==> src/sv/bsoc_pkg.sv <==
package bsoc_pkg;

	localparam int unsigned RAW_W   = 24;
	localparam int unsigned CAL_W   = 16;
	localparam int unsigned RES_W   = 32;
	localparam int unsigned CFG_IDX_W = 3;
	localparam int unsigned CAL_NUM = 6;
	localparam int unsigned DT_W    = 25;
	localparam int unsigned TEMP_W  = 20;
	localparam int unsigned TI_W    = 18;
	localparam int unsigned STORE_W = 40;
	localparam int unsigned MOP_W   = 26;
	localparam int unsigned PROD_W  = 2 * MOP_W;
	localparam int unsigned ACC_W   = 64;
	localparam int unsigned PC_W    = 4;

	// calibration register indexes
	localparam logic [CFG_IDX_W-1:0] REG_C1 = 3'd0;
	localparam logic [CFG_IDX_W-1:0] REG_C2 = 3'd1;
	localparam logic [CFG_IDX_W-1:0] REG_C3 = 3'd2;
	localparam logic [CFG_IDX_W-1:0] REG_C4 = 3'd3;
	localparam logic [CFG_IDX_W-1:0] REG_C5 = 3'd4;
	localparam logic [CFG_IDX_W-1:0] REG_C6 = 3'd5;

	localparam logic KIND_TEMP = 1'b0;
	localparam logic KIND_PRES = 1'b1;

	localparam logic signed [TEMP_W-1:0] TEMP_REF   = 20'sd2000;
	localparam logic signed [TEMP_W-1:0] VLOW_LIMIT = -20'sd1500;

	typedef enum logic [3:0] {
		MUL_NONE,
		MUL_DT_C6,
		MUL_C3_DT,
		MUL_C4_DT,
		MUL_DT_DT,
		MUL_D_D,
		MUL_E_E,
		MUL_RAW_SLO,
		MUL_RAW_SHI
	} mul_sel_t;

	typedef enum logic [3:0] {
		OP_NOP,
		OP_LOAD_DT,
		OP_TEMP,
		OP_SENS,
		OP_OFF,
		OP_TI,
		OP_BAND,
		OP_VLOW,
		OP_STORE_T,
		OP_ACC_LO,
		OP_ACC_HI,
		OP_DIV21,
		OP_SUB_OFF,
		OP_EMIT_P
	} dp_op_t;

	typedef struct packed {
		logic     load;
		logic     go;
		mul_sel_t mul;
		dp_op_t   op;
	} dp_ctl_t;

	typedef struct packed {
		logic vlow;
		logic out_blocked;
	} dp_stat_t;

endpackage

==> src/sv/bsoc_if.sv <==
interface bsoc_in_if;
	logic                         valid;
	logic                         ready;
	logic [bsoc_pkg::RAW_W-1:0]   raw_conversion;

	modport source (output valid, output raw_conversion, input ready);
	modport sink (input valid, input raw_conversion, output ready);
endinterface

interface bsoc_out_if;
	logic                               valid;
	logic                               ready;
	logic                               result_kind;
	logic signed [bsoc_pkg::RES_W-1:0]  result_value;

	modport source (output valid, output result_kind, output result_value, input ready);
	modport sink (input valid, input result_kind, input result_value, output ready);
endinterface

interface bsoc_cfg_if;
	logic                             valid;
	logic                             ready;
	logic [bsoc_pkg::CFG_IDX_W-1:0]   index;
	logic [bsoc_pkg::CAL_W-1:0]       data;

	modport source (output valid, output index, output data, input ready);
	modport sink (input valid, input index, input data, output ready);
endinterface

==> src/sv/bsoc_seq.sv <==
module bsoc_seq #(
	parameter int unsigned PRESSURE_PER_TEMP = 3
) (
	input  logic               clk,
	input  logic               arst_n,
	input  logic               start,
	input  bsoc_pkg::dp_stat_t stat,
	output logic               ready,
	output bsoc_pkg::dp_ctl_t  ctl
);
	import bsoc_pkg::*;

	localparam int unsigned PHASE_W = $clog2(PRESSURE_PER_TEMP + 1);
	localparam logic [PHASE_W-1:0] PHASE_LAST = PHASE_W'(PRESSURE_PER_TEMP);
	localparam logic [PHASE_W-1:0] PHASE_TEMP = '0;

	localparam logic [PC_W-1:0] PC_TEMP    = 4'd0;
	localparam logic [PC_W-1:0] PC_T_STORE = 4'd8;
	localparam logic [PC_W-1:0] PC_PRES    = 4'd9;

	typedef struct packed {
		mul_sel_t        mul;
		dp_op_t          op;
		logic            jmp_nvlow;
		logic [PC_W-1:0] target;
		logic            emit;
		logic            last;
	} uword_t;

	function automatic uword_t mk(mul_sel_t m, dp_op_t o, logic j, logic [PC_W-1:0] t,
			logic em, logic la);
		uword_t w;
		w.mul       = m;
		w.op        = o;
		w.jmp_nvlow = j;
		w.target    = t;
		w.emit      = em;
		w.last      = la;
		return w;
	endfunction

	// control store: temperature program, then pressure program
	function automatic uword_t ucode(logic [PC_W-1:0] pc);
		uword_t w;
		unique case (pc)
			4'd0:    w = mk(MUL_NONE,    OP_LOAD_DT, 1'b0, PC_TEMP,    1'b0, 1'b0);
			4'd1:    w = mk(MUL_DT_C6,   OP_NOP,     1'b0, PC_TEMP,    1'b0, 1'b0);
			4'd2:    w = mk(MUL_C3_DT,   OP_TEMP,    1'b0, PC_TEMP,    1'b0, 1'b0);
			4'd3:    w = mk(MUL_C4_DT,   OP_SENS,    1'b0, PC_TEMP,    1'b0, 1'b0);
			4'd4:    w = mk(MUL_DT_DT,   OP_OFF,     1'b0, PC_TEMP,    1'b0, 1'b0);
			4'd5:    w = mk(MUL_D_D,     OP_TI,      1'b0, PC_TEMP,    1'b0, 1'b0);
			4'd6:    w = mk(MUL_E_E,     OP_BAND,    1'b1, PC_T_STORE, 1'b0, 1'b0);
			4'd7:    w = mk(MUL_NONE,    OP_VLOW,    1'b0, PC_TEMP,    1'b0, 1'b0);
			4'd8:    w = mk(MUL_NONE,    OP_STORE_T, 1'b0, PC_TEMP,    1'b1, 1'b1);
			4'd9:    w = mk(MUL_RAW_SLO, OP_NOP,     1'b0, PC_TEMP,    1'b0, 1'b0);
			4'd10:   w = mk(MUL_RAW_SHI, OP_ACC_LO,  1'b0, PC_TEMP,    1'b0, 1'b0);
			4'd11:   w = mk(MUL_NONE,    OP_ACC_HI,  1'b0, PC_TEMP,    1'b0, 1'b0);
			4'd12:   w = mk(MUL_NONE,    OP_DIV21,   1'b0, PC_TEMP,    1'b0, 1'b0);
			4'd13:   w = mk(MUL_NONE,    OP_SUB_OFF, 1'b0, PC_TEMP,    1'b0, 1'b0);
			4'd14:   w = mk(MUL_NONE,    OP_EMIT_P,  1'b0, PC_TEMP,    1'b1, 1'b1);
			default: w = mk(MUL_NONE,    OP_NOP,     1'b0, PC_TEMP,    1'b0, 1'b1);
		endcase
		return w;
	endfunction

	logic               busy_q;
	logic [PC_W-1:0]    pc_q;
	logic [PHASE_W-1:0] phase_q;
	uword_t             uw;
	logic               stall;
	logic               go;

	assign uw    = ucode(pc_q);
	// an emitting step waits while the output register is full and not being taken
	assign stall = uw.emit & stat.out_blocked;
	assign go    = busy_q & ~stall;
	assign ready = ~busy_q;

	assign ctl.load = start;
	assign ctl.go   = go;
	assign ctl.mul  = uw.mul;
	assign ctl.op   = uw.op;

	always_ff @(posedge clk or negedge arst_n) begin
		if (!arst_n) begin
			busy_q  <= 1'b0;
			pc_q    <= PC_TEMP;
			phase_q <= PHASE_TEMP;
		end else begin
			if (start) begin
				busy_q  <= 1'b1;
				pc_q    <= (phase_q == PHASE_TEMP) ? PC_TEMP : PC_PRES;
				phase_q <= (phase_q == PHASE_LAST) ? PHASE_TEMP : phase_q + 1'b1;
			end else if (go) begin
				if (uw.last) begin
					busy_q <= 1'b0;
				end else if (uw.jmp_nvlow && !stat.vlow) begin
					pc_q <= uw.target;
				end else begin
					pc_q <= pc_q + 1'b1;
				end
			end
		end
	end

endmodule

==> src/sv/bsoc_dp.sv <==
module bsoc_dp (
	input  logic                               clk,
	input  logic                               arst_n,
	input  bsoc_pkg::dp_ctl_t                  ctl,
	input  logic [bsoc_pkg::RAW_W-1:0]         raw,
	input  logic                               cfg_valid,
	input  logic [bsoc_pkg::CFG_IDX_W-1:0]     cfg_index,
	input  logic [bsoc_pkg::CAL_W-1:0]         cfg_data,
	input  logic                               out_ready,
	output logic                               out_valid,
	output logic                               out_kind,
	output logic signed [bsoc_pkg::RES_W-1:0]  out_value,
	output bsoc_pkg::dp_stat_t                 stat
);
	import bsoc_pkg::*;

	// signed division by 2^k, truncating toward zero
	function automatic logic signed [ACC_W-1:0] sdiv_pow2(logic signed [ACC_W-1:0] x,
			int unsigned k);
		logic signed [ACC_W-1:0] bias;
		bias = x[ACC_W-1] ? ((64'sd1 <<< k) - 64'sd1) : 64'sd0;
		return (x + bias) >>> k;
	endfunction

	function automatic logic signed [RES_W-1:0] sat32(logic signed [ACC_W-1:0] x);
		logic signed [RES_W-1:0] r;
		if (x > 64'sh0000_0000_7FFF_FFFF) begin
			r = 32'sh7FFF_FFFF;
		end else if (x < -64'sh0000_0000_8000_0000) begin
			r = -32'sh8000_0000;
		end else begin
			r = x[RES_W-1:0];
		end
		return r;
	endfunction

	logic [CAL_W-1:0]               cal_q [CAL_NUM];
	logic [RAW_W-1:0]               raw_q;
	logic signed [DT_W-1:0]         dt_q;
	logic signed [TEMP_W-1:0]       temp_q;
	logic [TI_W-1:0]                ti_q;
	logic signed [STORE_W-1:0]      sens_q;
	logic signed [STORE_W-1:0]      off_q;
	logic signed [STORE_W-1:0]      stored_sens_q;
	logic signed [STORE_W-1:0]      stored_off_q;
	logic signed [PROD_W-1:0]       prod_q;
	logic signed [ACC_W-1:0]        acc_q;
	logic                           out_valid_q;
	logic                           out_kind_q;
	logic signed [RES_W-1:0]        out_value_q;

	logic signed [MOP_W-1:0]        ma;
	logic signed [MOP_W-1:0]        mb;
	logic signed [TEMP_W-1:0]       d;
	logic signed [TEMP_W-1:0]       e;
	logic signed [ACC_W-1:0]        wide;
	logic signed [ACC_W-1:0]        temp_full;
	logic signed [ACC_W-1:0]        sens_full;
	logic signed [ACC_W-1:0]        off_full;
	logic signed [ACC_W-1:0]        ti_full;
	logic signed [ACC_W-1:0]        offi;
	logic signed [ACC_W-1:0]        sensi;
	logic signed [ACC_W-1:0]        offv;
	logic signed [ACC_W-1:0]        sensv;
	logic signed [ACC_W-1:0]        temp_out;
	logic                           low_band;

	assign d        = temp_q - TEMP_REF;
	assign e        = temp_q - VLOW_LIMIT;
	assign low_band = temp_q < TEMP_REF;
	assign wide     = {{(ACC_W-PROD_W){prod_q[PROD_W-1]}}, prod_q};

	// operand select for the shared multiplier
	always_comb begin
		ma = '0;
		mb = '0;
		unique case (ctl.mul)
			MUL_DT_C6: begin
				ma = MOP_W'(dt_q);
				mb = $signed({{(MOP_W-CAL_W){1'b0}}, cal_q[REG_C6]});
			end
			MUL_C3_DT: begin
				ma = $signed({{(MOP_W-CAL_W){1'b0}}, cal_q[REG_C3]});
				mb = MOP_W'(dt_q);
			end
			MUL_C4_DT: begin
				ma = $signed({{(MOP_W-CAL_W){1'b0}}, cal_q[REG_C4]});
				mb = MOP_W'(dt_q);
			end
			MUL_DT_DT: begin
				ma = MOP_W'(dt_q);
				mb = MOP_W'(dt_q);
			end
			MUL_D_D: begin
				ma = MOP_W'(d);
				mb = MOP_W'(d);
			end
			MUL_E_E: begin
				ma = MOP_W'(e);
				mb = MOP_W'(e);
			end
			MUL_RAW_SLO: begin
				ma = $signed({{(MOP_W-RAW_W){1'b0}}, raw_q});
				mb = $signed({{(MOP_W-20){1'b0}}, stored_sens_q[19:0]});
			end
			MUL_RAW_SHI: begin
				ma = $signed({{(MOP_W-RAW_W){1'b0}}, raw_q});
				mb = MOP_W'($signed(stored_sens_q[STORE_W-1:20]));
			end
			default: begin
				ma = '0;
				mb = '0;
			end
		endcase
	end

	always_comb begin
		temp_full = sdiv_pow2(wide, 23) + ACC_W'(TEMP_REF);
		sens_full = $signed(ACC_W'({cal_q[REG_C1], 15'b0})) + sdiv_pow2(wide, 8);
		off_full  = $signed(ACC_W'({cal_q[REG_C2], 16'b0})) + sdiv_pow2(wide, 7);
		// squares are never negative, so plain shifts truncate correctly
		if (low_band) begin
			ti_full = ((wide <<< 1) + wide) >>> 33;
			offi    = ((wide <<< 1) + wide) >>> 1;
			sensi   = ((wide <<< 2) + wide) >>> 3;
		end else begin
			ti_full = wide >>> 36;
			offi    = wide >>> 4;
			sensi   = '0;
		end
		offv     = (wide <<< 3) - wide;
		sensv    = wide <<< 2;
		temp_out = ACC_W'(temp_q) - $signed({{(ACC_W-TI_W){1'b0}}, ti_q});
	end

	always_ff @(posedge clk or negedge arst_n) begin
		if (!arst_n) begin
			for (int i = 0; i < CAL_NUM; i++) begin
				cal_q[i] <= '0;
			end
		end else if (cfg_valid) begin
			unique case (cfg_index)
				REG_C1:  cal_q[REG_C1] <= cfg_data;
				REG_C2:  cal_q[REG_C2] <= cfg_data;
				REG_C3:  cal_q[REG_C3] <= cfg_data;
				REG_C4:  cal_q[REG_C4] <= cfg_data;
				REG_C5:  cal_q[REG_C5] <= cfg_data;
				REG_C6:  cal_q[REG_C6] <= cfg_data;
				default: ;
			endcase
		end
	end

	always_ff @(posedge clk or negedge arst_n) begin
		if (!arst_n) begin
			stored_sens_q <= '0;
			stored_off_q  <= '0;
			out_valid_q   <= 1'b0;
		end else begin
			if (ctl.go && (ctl.op == OP_STORE_T || ctl.op == OP_EMIT_P)) begin
				out_valid_q <= 1'b1;
			end else if (out_ready) begin
				out_valid_q <= 1'b0;
			end
			if (ctl.go && ctl.op == OP_STORE_T) begin
				stored_sens_q <= sens_q;
				stored_off_q  <= off_q;
			end
		end
	end

	always_ff @(posedge clk) begin
		if (ctl.load) begin
			raw_q <= raw;
		end
		if (ctl.go) begin
			prod_q <= ma * mb;
			unique case (ctl.op)
				OP_LOAD_DT: dt_q <= $signed({1'b0, raw_q}) - $signed({1'b0, cal_q[REG_C5], 8'b0});
				OP_TEMP:    temp_q <= temp_full[TEMP_W-1:0];
				OP_SENS:    sens_q <= sens_full[STORE_W-1:0];
				OP_OFF:     off_q <= off_full[STORE_W-1:0];
				OP_TI:      ti_q <= ti_full[TI_W-1:0];
				OP_BAND: begin
					off_q  <= off_q - offi[STORE_W-1:0];
					sens_q <= sens_q - sensi[STORE_W-1:0];
				end
				OP_VLOW: begin
					off_q  <= off_q - offv[STORE_W-1:0];
					sens_q <= sens_q - sensv[STORE_W-1:0];
				end
				OP_STORE_T: begin
					out_kind_q  <= KIND_TEMP;
					out_value_q <= sat32(temp_out);
				end
				OP_ACC_LO:  acc_q <= wide;
				OP_ACC_HI:  acc_q <= acc_q + (wide <<< 20);
				OP_DIV21:   acc_q <= sdiv_pow2(acc_q, 21);
				OP_SUB_OFF: acc_q <= acc_q - ACC_W'(stored_off_q);
				OP_EMIT_P: begin
					out_kind_q  <= KIND_PRES;
					out_value_q <= sat32(sdiv_pow2(acc_q, 13));
				end
				default: ;
			endcase
		end
	end

	assign out_valid        = out_valid_q;
	assign out_kind         = out_kind_q;
	assign out_value        = out_value_q;
	assign stat.vlow        = temp_q < VLOW_LIMIT;
	assign stat.out_blocked = out_valid_q & ~out_ready;

endmodule

==> src/sv/baro_second_order_compensation.sv <==
// temperature request: runs the temperature program, with an extra correction step below -15 C
// pressure request: runs the pressure program; a new request is taken only after the result step
// the result timing comes from the microcode length; all products share one 26x26 multiplier
// a waiting result stalls the sequence only when it blocks the next result step
// reset clears calibration, stored offset and sensitivity, phase and output valid
// no clearing pass: the block is ready for a request as soon as reset is released
module baro_second_order_compensation #(
	parameter int unsigned PRESSURE_PER_TEMP = 3
) (
	input  logic              clk,
	input  logic              arst_n,
	bsoc_in_if.sink           conversion,
	bsoc_out_if.source        result,
	bsoc_cfg_if.sink          cfg
);
	import bsoc_pkg::*;

	dp_ctl_t  ctl;
	dp_stat_t stat;
	logic     seq_ready;
	logic     start;

	assign conversion.ready = seq_ready;
	assign start            = conversion.valid & seq_ready;
	assign cfg.ready        = 1'b1;

	bsoc_seq #(
		.PRESSURE_PER_TEMP(PRESSURE_PER_TEMP)
	) u_seq (
		.clk    (clk),
		.arst_n (arst_n),
		.start  (start),
		.stat   (stat),
		.ready  (seq_ready),
		.ctl    (ctl)
	);

	bsoc_dp u_dp (
		.clk       (clk),
		.arst_n    (arst_n),
		.ctl       (ctl),
		.raw       (conversion.raw_conversion),
		.cfg_valid (cfg.valid),
		.cfg_index (cfg.index),
		.cfg_data  (cfg.data),
		.out_ready (result.ready),
		.out_valid (result.valid),
		.out_kind  (result.result_kind),
		.out_value (result.result_value),
		.stat      (stat)
	);

endmodule

==> src/flat_wrapper.sv <==
// flat-port wrapper written by rule: the top's interface ports become plain ports
module baro_second_order_compensation_flat import bsoc_pkg::*;
#(
	parameter int unsigned PRESSURE_PER_TEMP = 3
)
  (clk, arst_n, conversion_valid, conversion_raw_conversion, conversion_ready, result_valid, result_result_kind, result_result_value, result_ready, cfg_valid, cfg_index, cfg_data, cfg_ready);
  bsoc_in_if conversion_i ();
  bsoc_out_if result_i ();
  bsoc_cfg_if cfg_i ();
  input  logic clk;
  input  logic arst_n;
  input wire logic [$bits(conversion_i.valid)-1:0] conversion_valid;
  input wire logic [$bits(conversion_i.raw_conversion)-1:0] conversion_raw_conversion;
  output wire logic [$bits(conversion_i.ready)-1:0] conversion_ready;
  output wire logic [$bits(result_i.valid)-1:0] result_valid;
  output wire logic [$bits(result_i.result_kind)-1:0] result_result_kind;
  output wire logic [$bits(result_i.result_value)-1:0] result_result_value;
  input wire logic [$bits(result_i.ready)-1:0] result_ready;
  input wire logic [$bits(cfg_i.valid)-1:0] cfg_valid;
  input wire logic [$bits(cfg_i.index)-1:0] cfg_index;
  input wire logic [$bits(cfg_i.data)-1:0] cfg_data;
  output wire logic [$bits(cfg_i.ready)-1:0] cfg_ready;
  assign conversion_i.valid = conversion_valid;
  assign conversion_i.raw_conversion = conversion_raw_conversion;
  assign conversion_ready = conversion_i.ready;
  assign result_valid = result_i.valid;
  assign result_result_kind = result_i.result_kind;
  assign result_result_value = result_i.result_value;
  assign result_i.ready = result_ready;
  assign cfg_i.valid = cfg_valid;
  assign cfg_i.index = cfg_index;
  assign cfg_i.data = cfg_data;
  assign cfg_ready = cfg_i.ready;
  baro_second_order_compensation #(.PRESSURE_PER_TEMP(PRESSURE_PER_TEMP)) u_core (.clk(clk), .arst_n(arst_n), .conversion(conversion_i), .result(result_i), .cfg(cfg_i));
endmodule
==> config.mk <==
export PLATFORM = sky130hd
export DESIGN_NAME = baro_second_order_compensation_flat
export DESIGN_NICKNAME = d
export VERILOG_FILES = /design/src/sv/bsoc_pkg.sv /design/src/sv/bsoc_if.sv /design/src/sv/bsoc_seq.sv /design/src/sv/bsoc_dp.sv /design/src/sv/baro_second_order_compensation.sv /design/src/flat_wrapper.sv
export SDC_FILE = /design/constraint.sdc
export NUM_CORES = 2
export LEC_CHECK = 0
export BUFFER_PORTS_ARGS = -buffer_cell sky130_fd_sc_hd__buf_4
export CORE_ASPECT_RATIO = 1.1
export CORE_UTILIZATION = 55
export CTS_BUF_LIST = sky130_fd_sc_hd__clkbuf_8
export CTS_CLUSTER_DIAMETER = 120
export DETAILED_ROUTE_END_ITERATION = 8
export GPL_ROUTABILITY_DRIVEN = 0
export PLACE_DENSITY = 0.74
export SLEW_MARGIN = 20
export SYNTH_ARGS = -nofsm -noshare
export SYNTH_HDL_FRONTEND = slang
export SYNTH_SLANG_ARGS = --single-unit
==> constraint.sdc <==
create_clock -name clk -period 21.5 [get_ports clk]
set_clock_uncertainty 0.05 [all_clocks]
set_input_delay 5.375 -clock clk [delete_from_list [all_inputs] [get_ports clk]]
set_output_delay 5.375 -clock clk [all_outputs]
set_load 0.05 [all_outputs]
After elaboration in Yosys (flattened, before gate mapping). Memories as Yosys holds them, arrays and structs flattened. Index checks and enable logic that the tools add are counted.

Logic and storage cells: 150. Flip-flop bits (word level): 500. Memories kept: 1. Bits of input ports: 48. Memory bits (read-only): 192. Output and inout bits: 36.

Memories: (no name shown) (depth 16, width 12, rd ports 1, clocked after Yosys merged registers in 0, write ports 0, line bsoc_seq.sv:45) `unique case (pc)`.

Reductions and logical operators: 32. Muxes and demuxes: 30. Add/sub/neg operators: 23. Multipliers: 1. $lt $le $gt $ge: 6. Eq/ne operators: 28. Bitwise gates (word level): 7.

Operators by type and width (number): case mux 26 bit (6 select lines) (2); case mux 64 bit (4 select lines) (1); case mux 40 bit (3 select lines) (2); subtractor 40 bit (5); two-way mux 32 bit (4); two-way mux 40 bit (2); adder 64 x 14 -> 64 bit (1); adder 64 x 22 -> 64 bit (1); adder 64 bit (1); case mux 32 bit (2 select lines) (1); subtractor 64 x 40 -> 64 bit (1); multiplier 26 x 26 -> 52 bit (1); adder 51 bit (1); > comparator 51 x 32 -> 1 bit (second input constant) (1); < comparator 51 x 32 -> 1 bit (second input constant) (1); adder 48 x 9 -> 48 bit (1); adder 47 x 8 -> 47 bit (1); adder 43 x 24 -> 43 bit (1); adder 43 bit (1); adder 32 x 40 -> 40 bit (1); adder 33 x 40 -> 40 bit (1); < comparator 20 x 12 -> 1 bit (second input constant) (2); subtractor 20 x 12 -> 20 bit (second input constant) (2); == test 4 x 3 -> 1 bit (second input constant) (8); other kinds (38) (84).

Longest topological paths before layout.
Depth in word-level cells: 7. Depth in mapped cells: 45. Depth with buffers taken out: 40.

By module. Synthesis repeated with hierarchy kept, for this count alone.

Cells, all modules: 8451. Area total of the unflattened synthesis: 73315.3 sq um.

By module, submodules not included: bsoc_dp (instances 1, cells each 8373, seq. area each 13918.3 sq um, area an instance 72647.2 sq um); bsoc_seq (instances 1, cells each 75, seq. area each 175.2 sq um, area an instance 650.6 sq um); baro_second_order_compensation (instances 1, cells each 3, seq. area each 0.0 sq um, area an instance 17.5 sq um).

Worst setup path before layout. Ideal clock, no wire load.

Path kind: register -> register. Start: register u_core.u_seq.pc_q[0]. End: register u_core.u_dp.prod_q[51] (data pin). Clock period less this slack: 9.773 ns. Required time: 21.190 ns. Library setup time: 0.260 ns. Path buffers: 4. Arrival time: 9.463 ns. Setup slack: 11.727 ns. Stages on the path, launching flop included: 40. Cells stage by stage: dfrtp_1 ha_1 inv_1 ha_1 clkbuf_1 nand2_1 o22a_1 nor2_1 a31oi_1 nor2_1 buf_1 clkbuf_1 a21oi_1 o21ai_0 nand3b_1 clkbuf_1 nand2_1 fa_1 [4 not listed] fa_1 inv_1 fa_1 inv_1 fa_1 inv_1 ha_1 nor2b_1 o21a_1 o211ai_1 o211ai_1 nand2_1 o31ai_1 o21ba_2 a221o_1 a211oi_1 o21bai_1 xnor2_1.

Word-level cells in the longest chain between the ends: 5. Elaborated cells between the ends (all ways): 15. Classes of those cells: mul: 1; eq/ne: 8; mux: 2; reduce/logical: 3; memory: 1.

RTL lines: start, declared (line bsoc_seq.sv:67) `logic [PC_W-1:0] pc_q;`; start signal, assigned (line bsoc_seq.sv:92) `pc_q <= (phase_q == PHASE_TEMP) ? PC_TEMP : PC_PRES;`; start signal, assigned (line bsoc_seq.sv:98) `pc_q <= uw.target;`; start signal, assigned (line bsoc_seq.sv:100) `pc_q <= pc_q + 1'b1;`; memory (16 x 12 bit) (*); == test 4 x 3 -> 1 bit (tied with other cells) (line bsoc_dp.sv:77) `unique case (ctl.mul)`; OR reduction 3 bit (no source line) or OR reduction 2 bit (tied branches); case mux 26 bit (6 select lines) (line bsoc_dp.sv:77); multiplier 26 x 26 -> 52 bit (*) (line bsoc_dp.sv:177) `prod_q <= ma * mb;`; end signal, assigned (line bsoc_dp.sv:177); end, declared (line bsoc_dp.sv:46) `logic signed [PROD_W-1:0] prod_q;`.

Every way passes the cells marked *; elsewhere a longest branch is shown, timed or not. A chain may end at the register's enable or synchronous reset.

Worst setup path in the final report.
Start: register u_core.u_seq.pc_q[3]. End: register u_core.u_dp.prod_q[50] (data pin).

Same word-level chain as after synthesis.

==> out/results.tsv <==
metric	value	unit
grt_max_degree	80	
dieArea	134000	µm²
final_hold_viol_count	0	
status	finished clean	
setup_viol	0	
min_period_over_period	55.5	%
r2r_end	u_core.u_dp.prod_q[50]	
fin_crit	11.94	ns
cts_max_path_buffers	3	
antenna_found_initial	22	
synthToLayoutAreaGrowth	6.53	%
syn-num-nets	9808	
cts_sinks	500	
cts_buffers	94	
drt-initial-drc-count	8727	
start_kind	flip-flop	
drive_gt1_share	7.19	%
r2r_start	u_core.u_seq.pc_q[3]	
worst_pin_slew	1.26	ns
rsz0062_at_grt	no	
synth.mux.area_fraction	2.37	%
yosys_register_bits	500	
rows	139	
min_path_cells	1	
netlist.area_leader.share	20.4	%
grt_pass1_wl	389	mm
fin_nets	9774	
cap_violations	0	
design.core.area	131000	µm²
worst_slack	9.56	ns
viasPerCell	6.45	
post_cts_resized	0	
syn_area_per_cell	8.67	µm²
critPathBufInv	5	
ctsHoldBuffers	0	
synth_warnings	0	
drv_slew	0	
cts_tree	yes	
cp_common_cell	fa_1	
yosysMostFrequentCell	inv_1	
slew_headroom	15.9	%
worst-path-max-fanout	31	
slowest_stage	dfrtp_1	
num_vias	65849	
grt_pass1_vias	64885	
hpwl	199	mm
io_pins	84	
synth_edf_count	316	
wl_per_cell	25.3	µm
track_usage	38.5	%
netlist_area	72800	µm²
synth_cells	8403	
drt-total-wl	258	mm
first_pass_iters	9	
synth_seq_area_share	19.4	%
worstSetupPathType	reg2reg	
hp-class	reg2reg	
tns	0	ns
finalHoldWorstSlack	0.457	ns
synth_top_family_by_area	adder cells	
rrSetupSlack	9.56	ns
synth_cell_types	106	
clk_latency	0.89	ns
required	22.04	ns
path_clk_slew	0.06	ns
reg2reg_depth	31	
die_h	384	µm
numPortBuffers	82	
synth_top_cells_by_count	inv_1 (1056), nand2_1 (977), fa_1 (741)	
cp_top_family	adder cells	
gr-total-overflow	0	
clock.fmax	0.0838	GHz
synthAdderAreaFrac	31.0	%
die_w	349	µm
synthSimpleGateAreaFrac	15.2	%
ys_top_cells_by_area	fa_1 (20%), edfxtp_1 (13%), ha_1 (11%)	
crit_path_end_kind	flip-flop	
drc_errors	0	
synth_compound_area_share	17.4	%
synth_top_cell_by_area	fa_1	
cp_data_arrival_time	12.47	ns
h-tree-depth	3	
worst_hold_startpoint	u_core.u_dp.cal_q[52]	
antenna_left	0	
synth_xor_area_share	7.44	%
place_ws	9.76	ns
cts_root_buffer	clkbuf_8	
holdPathEnd	u_core.u_dp.cal_q[52]	
max_stage_delay	0.90	ns
post_cts.repair.setup_buffers	0	
synthArstFlopShare	36.8	%
start_util	55.6	%
synth_top_flop_cell	edfxtp_1	
[final cells by class]
class	count	area, µm²
clock inverter	63	611
antenna	3	7.51
sequential	500	14100
clock buffer	111	1530
multi-input combinational	6501	53600
tap	1762	2200
timing repair buffer	214	1610
inverter	1058	3970
fill	11377	53400
[cells in the final DEF, fill, tap and decap left out, drive strengths merged, types with 68 or more instances in the layout]
cell type and instances:
nand2b 86, a211oi 78, mux2 126, nor2 603, xor2 228, dfrtp 184, xnor2 388, o21a 94
nand4 87, and3 68, o21ai 444, a21oi 532, nor3 109, nor2b 81, a21o 243, fa 741
nand3 172, and2 78, nand2 978, ha 616, clkbuf 112, edfxtp 316, buf 213, inv 1080
[worst register-to-register path, delay by kind of cell (launching register included)]
family | cells | cell delay (ns)
buf+inv | 5 | 1.11
simple gates | 4 | 1.52
fa+ha+maj | 8 | 4.16
compound gates | 13 | 3.78
flops | 1 | 0.90
xor+xnor | 1 | 0.11
[through the flow]
| stage | std cells | util [%] | instance area, µm² |
|---|---|---|---|
| 2_1_floorplan | 8403 | - | 72800 |
| 3_3_place_gp | 10035 | 57.6 | 75400 |
| 3_5_place_dp | 10035 | 57.6 | 75400 |
| 4_1_cts | 10209 | 59.2 | 77600 |
| 5_1_grt | 10210 | 59.2 | 77600 |
| 6_report | 10212 | 59.2 | 77600 |
[cells by family (layout without fill, tap and decap cells)]
logic type / after synthesis / count (layout)
simple gates: 2423 / 2423
compound gates: 1946 / 1946
buf+inv: 1402 / 1446
fa+ha+maj: 1357 / 1357
xor+xnor: 617 / 617
flops: 500 / 500
mux: 157 / 157
other cells: 1 / 4
[flip-flops by register name, indices dropped and copies added, names as in the netlist, 20 cells and up]
| signal | cells |
|---|---|
| u_core.u_dp.raw_q | 24 |
| u_core.u_dp.cal_q | 96 |
| u_core.u_dp.sens_q | 40 |
| u_core.u_dp.stored_off_q | 40 |
| u_core.u_dp.out_value | 32 |
| u_core.u_dp.acc_q | 64 |
| u_core.u_dp.stored_sens_q | 40 |
| u_core.u_dp.prod_q | 52 |
| u_core.u_dp.off_q | 40 |
| u_core.u_dp.dt_q | 25 |
| u_core.u_dp.temp_q | 20 |
[worst max path at each step]
stage	startpoint	endpoint	slack [ns]	depth (start not counted)
2_1_floorplan	u_core.u_seq.pc_q[0]	u_core.u_dp.prod_q[51]	11.73	39
3_3_place_gp	u_core.u_seq.pc_q[2]	u_core.u_dp.prod_q[50]	10.20	37
3_5_place_dp	u_core.u_seq.pc_q[3]	u_core.u_dp.prod_q[50]	9.76	31
4_1_cts	u_core.u_seq.pc_q[3]	u_core.u_dp.prod_q[50]	9.68	31
5_1_grt	u_core.u_seq.pc_q[3]	u_core.u_dp.prod_q[50]	8.92	31
6_report	u_core.u_seq.pc_q[3]	u_core.u_dp.prod_q[50]	9.56	31
[metal layers]
| metal | global-route usage, % | wire length [µm] | vias to the layer above |
|---|---|---|---|
| met2 | 58.0 | 110000 | 4444 |
| met3 | 9.98 | 33000 | 1309 |
| met4 | 29.3 | 24100 | 8 |
| met5 | 0 | 57 | - |
| met1 | 47.4 | 91500 | 31449 |
| li1 | - | - | 28639 |
Power is not shown: default switching activity piles up to over one toggle a cycle in this logic, so the estimate is an artifact.
